<file path="src/rtl/assert_macros.svh">
// Assertion helpers for the alignment marker block.
// Each check is sampled on clk and is disabled while rst_n is low.
`ifndef ASSERT_MACROS_SVH
`define ASSERT_MACROS_SVH
`ifndef SYNTHESIS
`define ASSERT_CLK(label, prop, msg) \
    label: assert property (@(posedge clk) disable iff (!rst_n) prop) else $error(msg);
`define ASSERT_NEVER(label, expr, msg) \
    label: assert property (@(posedge clk) disable iff (!rst_n) !(expr)) else $error(msg);
`else
`define ASSERT_CLK(label, prop, msg)
`define ASSERT_NEVER(label, expr, msg)
`endif
`endif

</file>
<file path="src/rtl/pcsami_pkg.sv">
`timescale 1ns / 1ps
package pcsami_pkg;

    localparam int LANE_COUNT = 4;
    localparam int LANE_W     = 2;
    localparam int HDR_W      = 2;
    localparam int PAY_W      = 64;
    localparam int CNT_W      = 16;

    localparam logic [CNT_W-1:0]  INTERVAL_RESET = 16'd16383;
    localparam logic [HDR_W-1:0]  HDR_CONTROL    = 2'b01;
    localparam logic [LANE_W-1:0] LAST_LANE      = LANE_W'(LANE_COUNT - 1);

    // Fixed marker bytes per lane, byte i in bits 8i+7..8i; BIP3/BIP7 slots zero.
    function automatic logic [PAY_W-1:0] marker_base(input logic [LANE_W-1:0] lane);
        logic [PAY_W-1:0] m;
        begin
            case (lane)
                2'd0:    m = 64'h00B8_896F_0047_7690;
                2'd1:    m = 64'h0019_3B0F_00E6_C4F0;
                2'd2:    m = 64'h0064_9A3A_009B_65C5;
                2'd3:    m = 64'h00C2_865D_003D_79A2;
                default: m = '0;
            endcase
            return m;
        end
    endfunction

    // Interleaved parity: payload bit p to parity bit p mod 8,
    // header bit 0 to parity bit 3, header bit 1 to parity bit 4.
    function automatic logic [7:0] block_parity(input logic [HDR_W-1:0] hdr,
                                                input logic [PAY_W-1:0] pay);
        logic [7:0] p;
        begin
            p = '0;
            for (int i = 0; i < PAY_W / 8; i++)
            begin
                p = p ^ pay[8*i +: 8];
            end
            p[3] = p[3] ^ hdr[0];
            p[4] = p[4] ^ hdr[1];
            return p;
        end
    endfunction

endpackage

</file>
<file path="src/rtl/pcsami_ifs.sv">
`timescale 1ns / 1ps
interface pcsami_in_if
    import pcsami_pkg::*;
();
    logic              valid;
    logic              ready;
    logic [LANE_W-1:0] lane_index;
    logic [HDR_W-1:0]  in_header;
    logic [PAY_W-1:0]  in_payload;

    modport source (output valid, lane_index, in_header, in_payload, input ready);
    modport sink   (input valid, lane_index, in_header, in_payload, output ready);
endinterface

interface pcsami_out_if
    import pcsami_pkg::*;
();
    logic             valid;
    logic             ready;
    logic [HDR_W-1:0] out_header;
    logic [PAY_W-1:0] out_payload;
    logic             marker_inserted;

    modport source (output valid, out_header, out_payload, marker_inserted, input ready);
    modport sink   (input valid, out_header, out_payload, marker_inserted, output ready);
endinterface

</file>
<file path="src/rtl/pcsami_marker_mux.sv">
`timescale 1ns / 1ps
module pcsami_marker_mux
    import pcsami_pkg::*;
(
    input  logic [LANE_W-1:0] lane,
    input  logic [HDR_W-1:0]  hdr,
    input  logic [PAY_W-1:0]  pay,
    input  logic [7:0]        bip3,
    input  logic              need,
    output logic [HDR_W-1:0]  sel_hdr,
    output logic [PAY_W-1:0]  sel_pay,
    output logic [7:0]        sel_parity
);

    logic [PAY_W-1:0] marker;

    always_comb
    begin
        marker          = marker_base(lane);
        marker[31:24]   = bip3;
        marker[63:56]   = ~bip3;
        sel_hdr         = need ? HDR_CONTROL : hdr;
        sel_pay         = need ? marker : pay;
        sel_parity      = block_parity(sel_hdr, sel_pay);
    end

endmodule

</file>
<file path="src/rtl/pcs_alignment_marker_insert.sv">
`timescale 1ns / 1ps
// 40GBASE-R alignment marker insertion with per-lane BIP. Each 66-bit word
// on lane_blk is registered in stage one, then either passed through
// or replaced by its lane's alignment marker (BIP3 in byte 3, BIP7 in byte 7)
// and registered on tx_blk; marker_inserted = 1 means the input word was
// dropped and must be sent again. One word is accepted every cycle unless
// tx_blk stalls; the only loop is the lane parity and round counter
// update, which closes in the single compute stage. The user must write
// marker_interval only while the block is idle; the block itself does not enforce it.
module pcs_alignment_marker_insert
    import pcsami_pkg::*;
(
    input  logic              clk,
    input  logic              rst_n,
    input  logic              marker_interval_we,
    input  logic [CNT_W-1:0]  marker_interval_wdata,
    pcsami_in_if.sink         lane_blk,
    pcsami_out_if.source      tx_blk
);

`include "assert_macros.svh"

    logic [CNT_W-1:0]  marker_interval_reg;
    logic [CNT_W-1:0]  round_count_reg;
    logic [CNT_W-1:0]  round_count_next;
    logic [7:0]        lane_parity_reg [LANE_COUNT];

    logic              s1_valid_reg;
    logic [LANE_W-1:0] s1_lane_reg;
    logic [HDR_W-1:0]  s1_hdr_reg;
    logic [PAY_W-1:0]  s1_pay_reg;

    logic              out_valid_reg;
    logic [HDR_W-1:0]  out_hdr_reg;
    logic [PAY_W-1:0]  out_pay_reg;
    logic              out_mark_reg;

    logic              advance;
    logic              lane_ok;
    logic              need;
    logic [7:0]        bip3;
    logic [HDR_W-1:0]  sel_hdr;
    logic [PAY_W-1:0]  sel_pay;
    logic [7:0]        sel_parity;

    assign advance = s1_valid_reg && (!out_valid_reg || tx_blk.ready);
    assign lane_ok = ({1'b0, s1_lane_reg} < (LANE_W + 1)'(LANE_COUNT));
    assign need    = lane_ok && (round_count_reg >= marker_interval_reg);
    assign bip3    = lane_ok ? lane_parity_reg[s1_lane_reg] : 8'h00;

    assign lane_blk.ready = !s1_valid_reg || advance;

    assign tx_blk.valid           = out_valid_reg;
    assign tx_blk.out_header      = out_hdr_reg;
    assign tx_blk.out_payload     = out_pay_reg;
    assign tx_blk.marker_inserted = out_mark_reg;

    pcsami_marker_mux u_mux (
        .lane       (s1_lane_reg),
        .hdr        (s1_hdr_reg),
        .pay        (s1_pay_reg),
        .bip3       (bip3),
        .need       (need),
        .sel_hdr    (sel_hdr),
        .sel_pay    (sel_pay),
        .sel_parity (sel_parity)
    );

    // Clear on the last lane of a marker round, advance on the last lane otherwise.
    always_comb
    begin
        round_count_next = round_count_reg;
        if (lane_ok && (s1_lane_reg == LAST_LANE))
        begin
            if (need)
            begin
                round_count_next = '0;
            end
            else
            begin
                round_count_next = round_count_reg + CNT_W'(1);
            end
        end
    end

    always_ff @(posedge clk or negedge rst_n)
    begin
        if (!rst_n)
        begin
            marker_interval_reg <= INTERVAL_RESET;
            round_count_reg     <= '0;
            s1_valid_reg        <= 1'b0;
            out_valid_reg       <= 1'b0;
            for (int i = 0; i < LANE_COUNT; i++)
            begin
                lane_parity_reg[i] <= '0;
            end
        end
        else
        begin
            if (marker_interval_we)
            begin
                marker_interval_reg <= marker_interval_wdata;
            end
            if (lane_blk.ready)
            begin
                s1_valid_reg <= lane_blk.valid;
            end
            if (advance)
            begin
                out_valid_reg   <= 1'b1;
                round_count_reg <= round_count_next;
                if (lane_ok)
                begin
                    // Restart the lane parity after a marker, then fold in this word.
                    lane_parity_reg[s1_lane_reg] <= need ? sel_parity : (bip3 ^ sel_parity);
                end
            end
            else if (tx_blk.ready)
            begin
                out_valid_reg <= 1'b0;
            end
        end
    end

    always_ff @(posedge clk)
    begin
        if (lane_blk.valid && lane_blk.ready)
        begin
            s1_lane_reg <= lane_blk.lane_index;
            s1_hdr_reg  <= lane_blk.in_header;
            s1_pay_reg  <= lane_blk.in_payload;
        end
        if (advance)
        begin
            out_hdr_reg  <= sel_hdr;
            out_pay_reg  <= sel_pay;
            out_mark_reg <= need;
        end
    end

    `ASSERT_CLK(a_marker_bip7, (out_valid_reg && out_mark_reg) |-> ((out_hdr_reg == HDR_CONTROL) && (out_pay_reg[63:56] == ~out_pay_reg[31:24])), "marker BIP7 is not the complement of BIP3")
    `ASSERT_CLK(a_round_clear, (advance && need && (s1_lane_reg == LAST_LANE)) |=> (round_count_reg == '0), "round count not cleared after marker round")
    `ASSERT_NEVER(a_no_overrun, s1_valid_reg && !advance && lane_blk.ready, "input taken while stage one is stalled")

endmodule
</file>
<file path="src/flat_wrapper.sv">
// flat-port wrapper written by rule: the top's interface ports become plain ports
module pcs_alignment_marker_insert_flat import pcsami_pkg::*;
  (clk, rst_n, marker_interval_we, marker_interval_wdata, lane_blk_valid, lane_blk_lane_index, lane_blk_in_header, lane_blk_in_payload, lane_blk_ready, tx_blk_valid, tx_blk_out_header, tx_blk_out_payload, tx_blk_marker_inserted, tx_blk_ready);
  pcsami_in_if lane_blk_i ();
  pcsami_out_if tx_blk_i ();
  input  logic clk;
  input  logic rst_n;
  input  logic marker_interval_we;
  input  logic [CNT_W-1:0] marker_interval_wdata;
  input wire logic [$bits(lane_blk_i.valid)-1:0] lane_blk_valid;
  input wire logic [$bits(lane_blk_i.lane_index)-1:0] lane_blk_lane_index;
  input wire logic [$bits(lane_blk_i.in_header)-1:0] lane_blk_in_header;
  input wire logic [$bits(lane_blk_i.in_payload)-1:0] lane_blk_in_payload;
  output wire logic [$bits(lane_blk_i.ready)-1:0] lane_blk_ready;
  output wire logic [$bits(tx_blk_i.valid)-1:0] tx_blk_valid;
  output wire logic [$bits(tx_blk_i.out_header)-1:0] tx_blk_out_header;
  output wire logic [$bits(tx_blk_i.out_payload)-1:0] tx_blk_out_payload;
  output wire logic [$bits(tx_blk_i.marker_inserted)-1:0] tx_blk_marker_inserted;
  input wire logic [$bits(tx_blk_i.ready)-1:0] tx_blk_ready;
  assign lane_blk_i.valid = lane_blk_valid;
  assign lane_blk_i.lane_index = lane_blk_lane_index;
  assign lane_blk_i.in_header = lane_blk_in_header;
  assign lane_blk_i.in_payload = lane_blk_in_payload;
  assign lane_blk_ready = lane_blk_i.ready;
  assign tx_blk_valid = tx_blk_i.valid;
  assign tx_blk_out_header = tx_blk_i.out_header;
  assign tx_blk_out_payload = tx_blk_i.out_payload;
  assign tx_blk_marker_inserted = tx_blk_i.marker_inserted;
  assign tx_blk_i.ready = tx_blk_ready;
  pcs_alignment_marker_insert u_core (.clk(clk), .rst_n(rst_n), .marker_interval_we(marker_interval_we), .marker_interval_wdata(marker_interval_wdata), .lane_blk(lane_blk_i), .tx_blk(tx_blk_i));
endmodule
</file>
<file path="config.mk">
export PLATFORM = sky130hd
export DESIGN_NAME = pcs_alignment_marker_insert_flat
export DESIGN_NICKNAME = d
export VERILOG_FILES = /design/src/rtl/pcsami_pkg.sv /design/src/rtl/pcsami_ifs.sv /design/src/rtl/pcsami_marker_mux.sv /design/src/rtl/pcs_alignment_marker_insert.sv /design/src/flat_wrapper.sv
export VERILOG_INCLUDE_DIRS = /design/src /design/src/rtl
export SDC_FILE = /design/constraint.sdc
export NUM_CORES = 1
export LEC_CHECK = 0
export BUFFER_PORTS_ARGS = -buffer_cell sky130_fd_sc_hd__buf_2
export CAP_MARGIN = 20
export CORE_MARGIN = 2
export CORE_UTILIZATION = 30
export CTS_CLUSTER_DIAMETER = 150
export DETAILED_ROUTE_END_ITERATION = 8
export PLACE_DENSITY_LB_ADDON = 0.3
export SLEW_MARGIN = 5
export SYNTH_ARGS = -nofsm -noshare
export SYNTH_HDL_FRONTEND = slang
export SYNTH_HIERARCHICAL = 1
export SYNTH_SLANG_ARGS = --single-unit
export TNS_END_PERCENT = 10
</file>
<file path="constraint.sdc">
create_clock -name clk -period 3.9 [get_ports clk]
set_input_delay 0.975 -clock clk [delete_from_list [all_inputs] [get_ports clk]]
set_output_delay 0.975 -clock clk [all_outputs]
set_load 0.01 [all_outputs]
</file>
==> impl_metrics.env, run 1 <==
export IMPL_die_h_um=182
export IMPL_synth_cell_types=56
export IMPL_yosys_warnings=6
export IMPL_gr_total_overflow=0
export IMPL_area_delta_synth_final_pct=22.5
export IMPL_arrival_ns=4.19
export IMPL_p_leak_uw=0.00488
export IMPL_syn_nets=887
export IMPL_track_usage_pct=13.7
export IMPL_maxCapViolCount=0
export IMPL_cp_end_kind="flip-flop"
export IMPL_rows=65
export IMPL_relSlewSlack_pct=33.2
export IMPL_cp_num_buf_inv=3
export IMPL_place_area_um2=10800
export IMPL_cp_slowest_cell="or4_4"
export IMPL_drive_above_1_share_pct=29.1
export IMPL_grt_setup_unrepaired="true"
export IMPL_ys_seq_elements=201
export IMPL_fin_ws_ns=0.157
export IMPL_die_area_um2=33000
export IMPL_antenna_left=0
export IMPL_place_hpwl_mm=15.8
export IMPL_layout_cells_most_common_list="buf_2, edfxtp_1, nand2_1"
export IMPL_cts_buffers=24
export IMPL_crit_type="flip-flop to flip-flop"
export IMPL_dp_worst_setup_slack_ns=-0.00172
export IMPL_drtPass1Iterations=5
export IMPL_syn_avg_cell_area_um2=12.2
export IMPL_first_global_vias=6359
export IMPL_max_stage_delay_ns=0.55
export IMPL_synthArstFlopShare_pct=32.8
export IMPL_worst_path_max_fanout=17
export IMPL_syn_inst=774
export IMPL_grt_max_degree=69
export IMPL_holdBufCountCts=0
export IMPL_io_buffer_count=157
export IMPL_start_kind="flip-flop"
export IMPL_crit_family="simple AND/OR/NAND/NOR gates"
export IMPL_grt_pass1_wl_mm=35.5
export IMPL_min_period_over_period_pct=96.0
export IMPL_place_congestion=0.764
export IMPL_fin_setup_tns_ns=0
export IMPL_crit_chain="inv_1, ha_1, nand4_1, or4_4, o21a_4, clkinv_8, buf_12, nor3b_4, nor2_2, xnor3_1, xnor3_2, or4_1, nand3_1"
export IMPL_power_density_nw_per_um2=532
export IMPL_drc_errors=0
export IMPL_final_common_cell="buf_2"
export IMPL_drt_iter0_markers=341
export IMPL_setup_viol=0
export IMPL_cts_buffer_depth=3
export IMPL_antenna_found_initial=1
export IMPL_synth_edf_count=135
export IMPL_io_pins=158
export IMPL_synth_ff_type="edfxtp_1"
export IMPL_vdd_drop_max_mv=0.375
export IMPL_clk_latency_ns=0.53
export IMPL_status="finished, final reports clean"
export IMPL_wl_per_cell_um=16.5
export IMPL_wl_mm=22.8
export IMPL_yosysSeqAreaShare_pct=60.5
export IMPL_postLayoutCellArea_um2=11600
export IMPL_fin_util_pct=37.0
export IMPL_min_path_type="flip-flop to flip-flop"
export IMPL_core_area_um2=31300
export IMPL_nNetsFinal=1069
export IMPL_finalCriticalPeriod_ns=3.74
export IMPL_skew_ns=0.0154
export IMPL_start_util_pct=30.2
export IMPL_cts_tree="done"
export IMPL_htree_levels=1
export IMPL_syn_area_um2=9460
export IMPL_nFillCells=3073
export IMPL_fmax_mhz=267
export IMPL_total_power_uw=6170
export IMPL_worst_pin_slew_ns=1.00
export IMPL_finalHoldViolCount=0
export IMPL_crit_required_ns=4.35
export IMPL_vias=6425
export IMPL_clockRootBuffer="clkbuf_16"
export IMPL_drt_vias_per_instance=4.67
export IMPL_cts_sinks=201
export IMPL_die_w_um=182
export IMPL_clkTransAtPathRegs_ns=0.05
export IMPL_finalMaxSlewViolations=0
==> per-layer routing <==
layer | global-route usage, % | up-vias | share of wire [%]
met5 | 0 | - | 0
li1 | - | 3163 | -
met4 | 3.97 | 0 | 2.1
met2 | 22.8 | 144 | 48
met3 | 2.77 | 29 | 5.1
met1 | 18.0 | 3089 | 45
==> report_power, final <==
group | internal, uW | switching (uW) | total (uW)
registers | 2640 | 159 | 2800
logic | 557 | 729 | 1290
clock network | 1220 | 869 | 2090
total | 4410 | 1760 | 6170
==> worst paths after layout <==
path                                                     start                        endpoint  slack, ns  cells after the start
worst max-delay path            u_core/marker_interval_reg[13]       u_core/lane_parity_reg[0]       0.16                     13
worst min-delay path                u_core/lane_parity_reg[18]      u_core/lane_parity_reg[18]       0.49                      2
worst max register to register  u_core/marker_interval_reg[13]       u_core/lane_parity_reg[0]       0.16                     13
worst min register to register      u_core/lane_parity_reg[18]      u_core/lane_parity_reg[18]       0.49                      2
max in group asynchronous                                rst_n       u_core/lane_parity_reg[2]       2.58                      2
min in group asynchronous                                rst_n  u_core/marker_interval_reg[14]       0.51                      1
==> layout make-up <==
class	count	area [um^2]	area share, %
inverters	61	244	2.11
diodes	1	2.50	0.0216
flip-flops and latches	201	5720	49.4
repair buffers	188	1030	8.90
clock inverters	12	96.3	0.831
clock buffers	31	637	5.50
multi-input cells	480	3350	28.9
well taps	402	503	4.34
==> through the flow <==
step,hold WS [ns],std cells
finish,0.490,1376
global route,0.506,1376
CTS,0.495,1372
detailed placement,0.478,1329
global placement,0.472,1329
floorplan,0.457,774
==> worst reg2reg max path: stages, from the launching register on <==
cell and delay [ns]:
dfstp_2 0.51, inv_1 0.04, ha_1 0.29, nand4_1 0.11
or4_4 0.55, o21a_4 0.26, clkinv_8 0.12, buf_12 0.16
nor3b_4 0.24, nor2_2 0.07, xnor3_1 0.37, xnor3_2 0.31
or4_1 0.55, nand3_1 0.10
==> Yosys cell counts (all sizes together), types with 2 or more instances <==
master   count  area (um^2)
a2bb2oi      4         41.3
xnor2       32          288
inv         61          229
buf         17          128
dfrtp       52         1300
o21ai       65          329
mux2        17          191
nor3b        3         33.8
or4         33          248
mux2i       12          120
nor3         4         20.0
o211ai      33          248
edfxtp     135         4050
and4         2         17.5
nor2b        5         31.3
nand2       83          314
o31ai        3         22.5
clkbuf      15         56.3
dfstp       14          368
xor2        18          158
a21oi        8         47.6
nand3       42          210
ha          24          300
nand4        5         31.3
nand2b      10         70.1
o2bb2ai      5         50.0
or3          3         18.8
xnor3        8          180
nor2        34          130
a211oi       3         22.5
o21a         8         67.6
o22a         2         17.5
or2          6         37.5
==> cell families (layout without fill, tap and decap cells) <==
kind of cell	after synthesis	after routing	share of synthesized area [%]
AND/OR/NAND/NOR	233	233	12.5
flip-flops	201	201	60.5
AO/OA/AOI/OAI	136	136	9.56
buffers and inverters	93	292	4.36
XOR/XNOR	58	58	6.61
multiplexers	29	29	3.29
adder cells (fa/ha/maj)	24	24	3.17
other	0	1	0
==> timing repair <==
action                     4_1_cts  5_1_grt
setup buffers                    0        3
setup endpoints to repair        3       24
gates resized for setup          1       11
pin swaps                        0        3
(Power assumes the default switching activity.)
==> run 2, diff against run 1 <==
CORE_MARGIN = 1   (was 2)
==> impl_metrics.env, run 2 (synthesis results as in run 1) <==
export IMPL_multiInputGateArea_um2=3340
export IMPL_finalHoldViolCount=0
export IMPL_layout_cells_most_common_list="buf_2, edfxtp_1, nand2_1"
export IMPL_nNetsFinal=1077
export IMPL_antenna_found_initial=2
export IMPL_worst_pin_slew_ns=0.748
export IMPL_fin_setup_tns_ns=0
export IMPL_p_leak_uw=0.00492
export IMPL_crit_type="flip-flop to flip-flop"
export IMPL_top_usage_layer="met2"
export IMPL_min_period_over_period_pct=94.9
export IMPL_max_stage_delay_ns=0.54
export IMPL_grt_max_degree=58
export IMPL_status="complete, but fails checks"
export IMPL_cp_common_cell="buf_4"
export IMPL_drtPass1Iterations=7
export IMPL_start_util_pct=30.7
export IMPL_finalMaxSlewViolations=0
export IMPL_io_pins=158
export IMPL_die_h_um=180
export IMPL_setup_viol=0
export IMPL_drive_above_1_share_pct=29.1
export IMPL_final_common_cell="buf_2"
export IMPL_power_density_nw_per_um2=537
export IMPL_core_area_um2=30800
export IMPL_vias=6559
export IMPL_grt_setup_unrepaired="false"
export IMPL_vdd_drop_max_mv=0.319
export IMPL_gr_total_overflow=0
export IMPL_arrival_ns=4.16
export IMPL_failed_checks="DRC"
export IMPL_cp_num_buf_inv=4
export IMPL_track_usage_pct=14.0
export IMPL_crit_required_ns=4.35
export IMPL_use_met3_pct=2.61
export IMPL_drt_iter0_markers=362
export IMPL_min_path_type="flip-flop to flip-flop"
export IMPL_drt_vias_per_instance=4.76
export IMPL_finalCriticalPeriod_ns=3.70
export IMPL_grtUsageMet2_pct=22.8
export IMPL_die_area_um2=32200
export IMPL_cts_buffer_depth=3
export IMPL_grt_use_met1_pct=18.8
export IMPL_first_global_vias=6411
export IMPL_rows=64
export IMPL_grt_pass1_wl_mm=35.8
export IMPL_nFillCells=2981
export IMPL_crit_family="compound AO/OA/AOI/OAI gates"
export IMPL_area_delta_synth_final_pct=23.1
export IMPL_worst_path_max_fanout=33
export IMPL_maxCapViolCount=0
export IMPL_die_w_um=180
export IMPL_crit_chain="inv_1, ha_1, a21o_1, a211oi_1, o31a_1, o21a_4, clkinv_8, buf_4, buf_4, o21ai_0, xor2_1, xnor3_2, or4_1, nand3_1"
export IMPL_skew_ns=0.0271
export IMPL_cp_slowest_cell="or4_1"
export IMPL_fin_util_pct=37.8
export IMPL_cts_tree="done"
export IMPL_drc_errors=4
export IMPL_seqCellArea_um2=5720
export IMPL_start_kind="flip-flop"
export IMPL_hold_slack_ns=0.494
export IMPL_place_hpwl_mm=15.7
export IMPL_htree_levels=1
export IMPL_clk_latency_ns=0.53
export IMPL_antenna_left=0
export IMPL_cts_sinks=201
export IMPL_cp_end_kind="flip-flop"
export IMPL_wl_mm=22.8
export IMPL_wl_per_cell_um=16.6
export IMPL_place_congestion=0.795
export IMPL_cts_buffers=24
export IMPL_io_buffer_count=157
export IMPL_clkTransAtPathRegs_ns=0.06
export IMPL_relSlewSlack_pct=50.1
export IMPL_fmax_mhz=270
export IMPL_clockRootBuffer="clkbuf_16"
## run 2: where the power goes
part	total [uW]	leakage (uW)	internal, uW	switching [uW]
registers	2790	0.00208	2640	156
clock network	2150	0.000361	1270	884
logic	1310	0.00247	581	729
total	6250	0.00492	4480	1770
## run 2: path summary, 6_finish.rpt
check / slack (ns) / startpoint / endpoint / depth (start not counted)
worst max-delay path: 0.20 / u_core/marker_interval_reg[5] / u_core/lane_parity_reg[6] / 14
worst min register to register: 0.49 / u_core/lane_parity_reg[29] / u_core/lane_parity_reg[29] / 2
min in group asynchronous: 0.51 / rst_n / u_core/round_count_reg[8] / 1
worst min-delay path: 0.49 / u_core/lane_parity_reg[29] / u_core/lane_parity_reg[29] / 2
worst max register to register: 0.20 / u_core/marker_interval_reg[5] / u_core/lane_parity_reg[6] / 14
max in group asynchronous: 2.56 / rst_n / u_core/marker_interval_reg[2] / 2
## run 2: worst register-to-register path, stage by stage (launching register included)
cell      delay (ns)
dfstp_2         0.51
inv_1           0.05
ha_1            0.30
a21o_1          0.16
a211oi_1        0.23
o31a_1          0.20
o21a_4          0.19
clkinv_8        0.14
buf_4           0.21
buf_4           0.15
o21ai_0         0.20
xor2_1          0.18
xnor3_2         0.50
or4_1           0.54
nand3_1         0.09
## run 2: timing repair
| action | in CTS | in global routing |
|---|---|---|
| hold buffers | 0 | 0 |
| pin swaps | 0 | 1 |
| gates cloned | 0 | 0 |
| buffers inserted | 0 | 3 |
| endpoints found under the setup margin | 16 | 19 |
| gates resized for setup | 1 | 10 |
## run 2: final cells by class
cell class,instances,area share (%)
flip-flops and latches,201,49.2
multi-input cells,480,28.7
repair buffers,196,9.37
clock buffers,31,5.38
well taps,396,4.26
inverters,61,2.10
clock inverters,10,0.989
diodes,2,0.0430
## run 2: layer usage
metal | routed length, um | share of wire, %
met5 | 0 | 0
met4 | 584 | 2.6
met3 | 1120 | 4.9
met2 | 10700 | 47
met1 | 10400 | 46
## run 2: through the flow
stage	total power, uW	setup slack [ns]	instances	instance area, um^2
floorplan	3680	0.0331	774	9460
global placement	4080	0.0701	1331	10900
detailed placement	4100	0.0129	1331	10900
CTS	6280	0.0421	1372	11600
global route	6570	0.000801	1377	11600
finish	6250	0.198	1377	11600
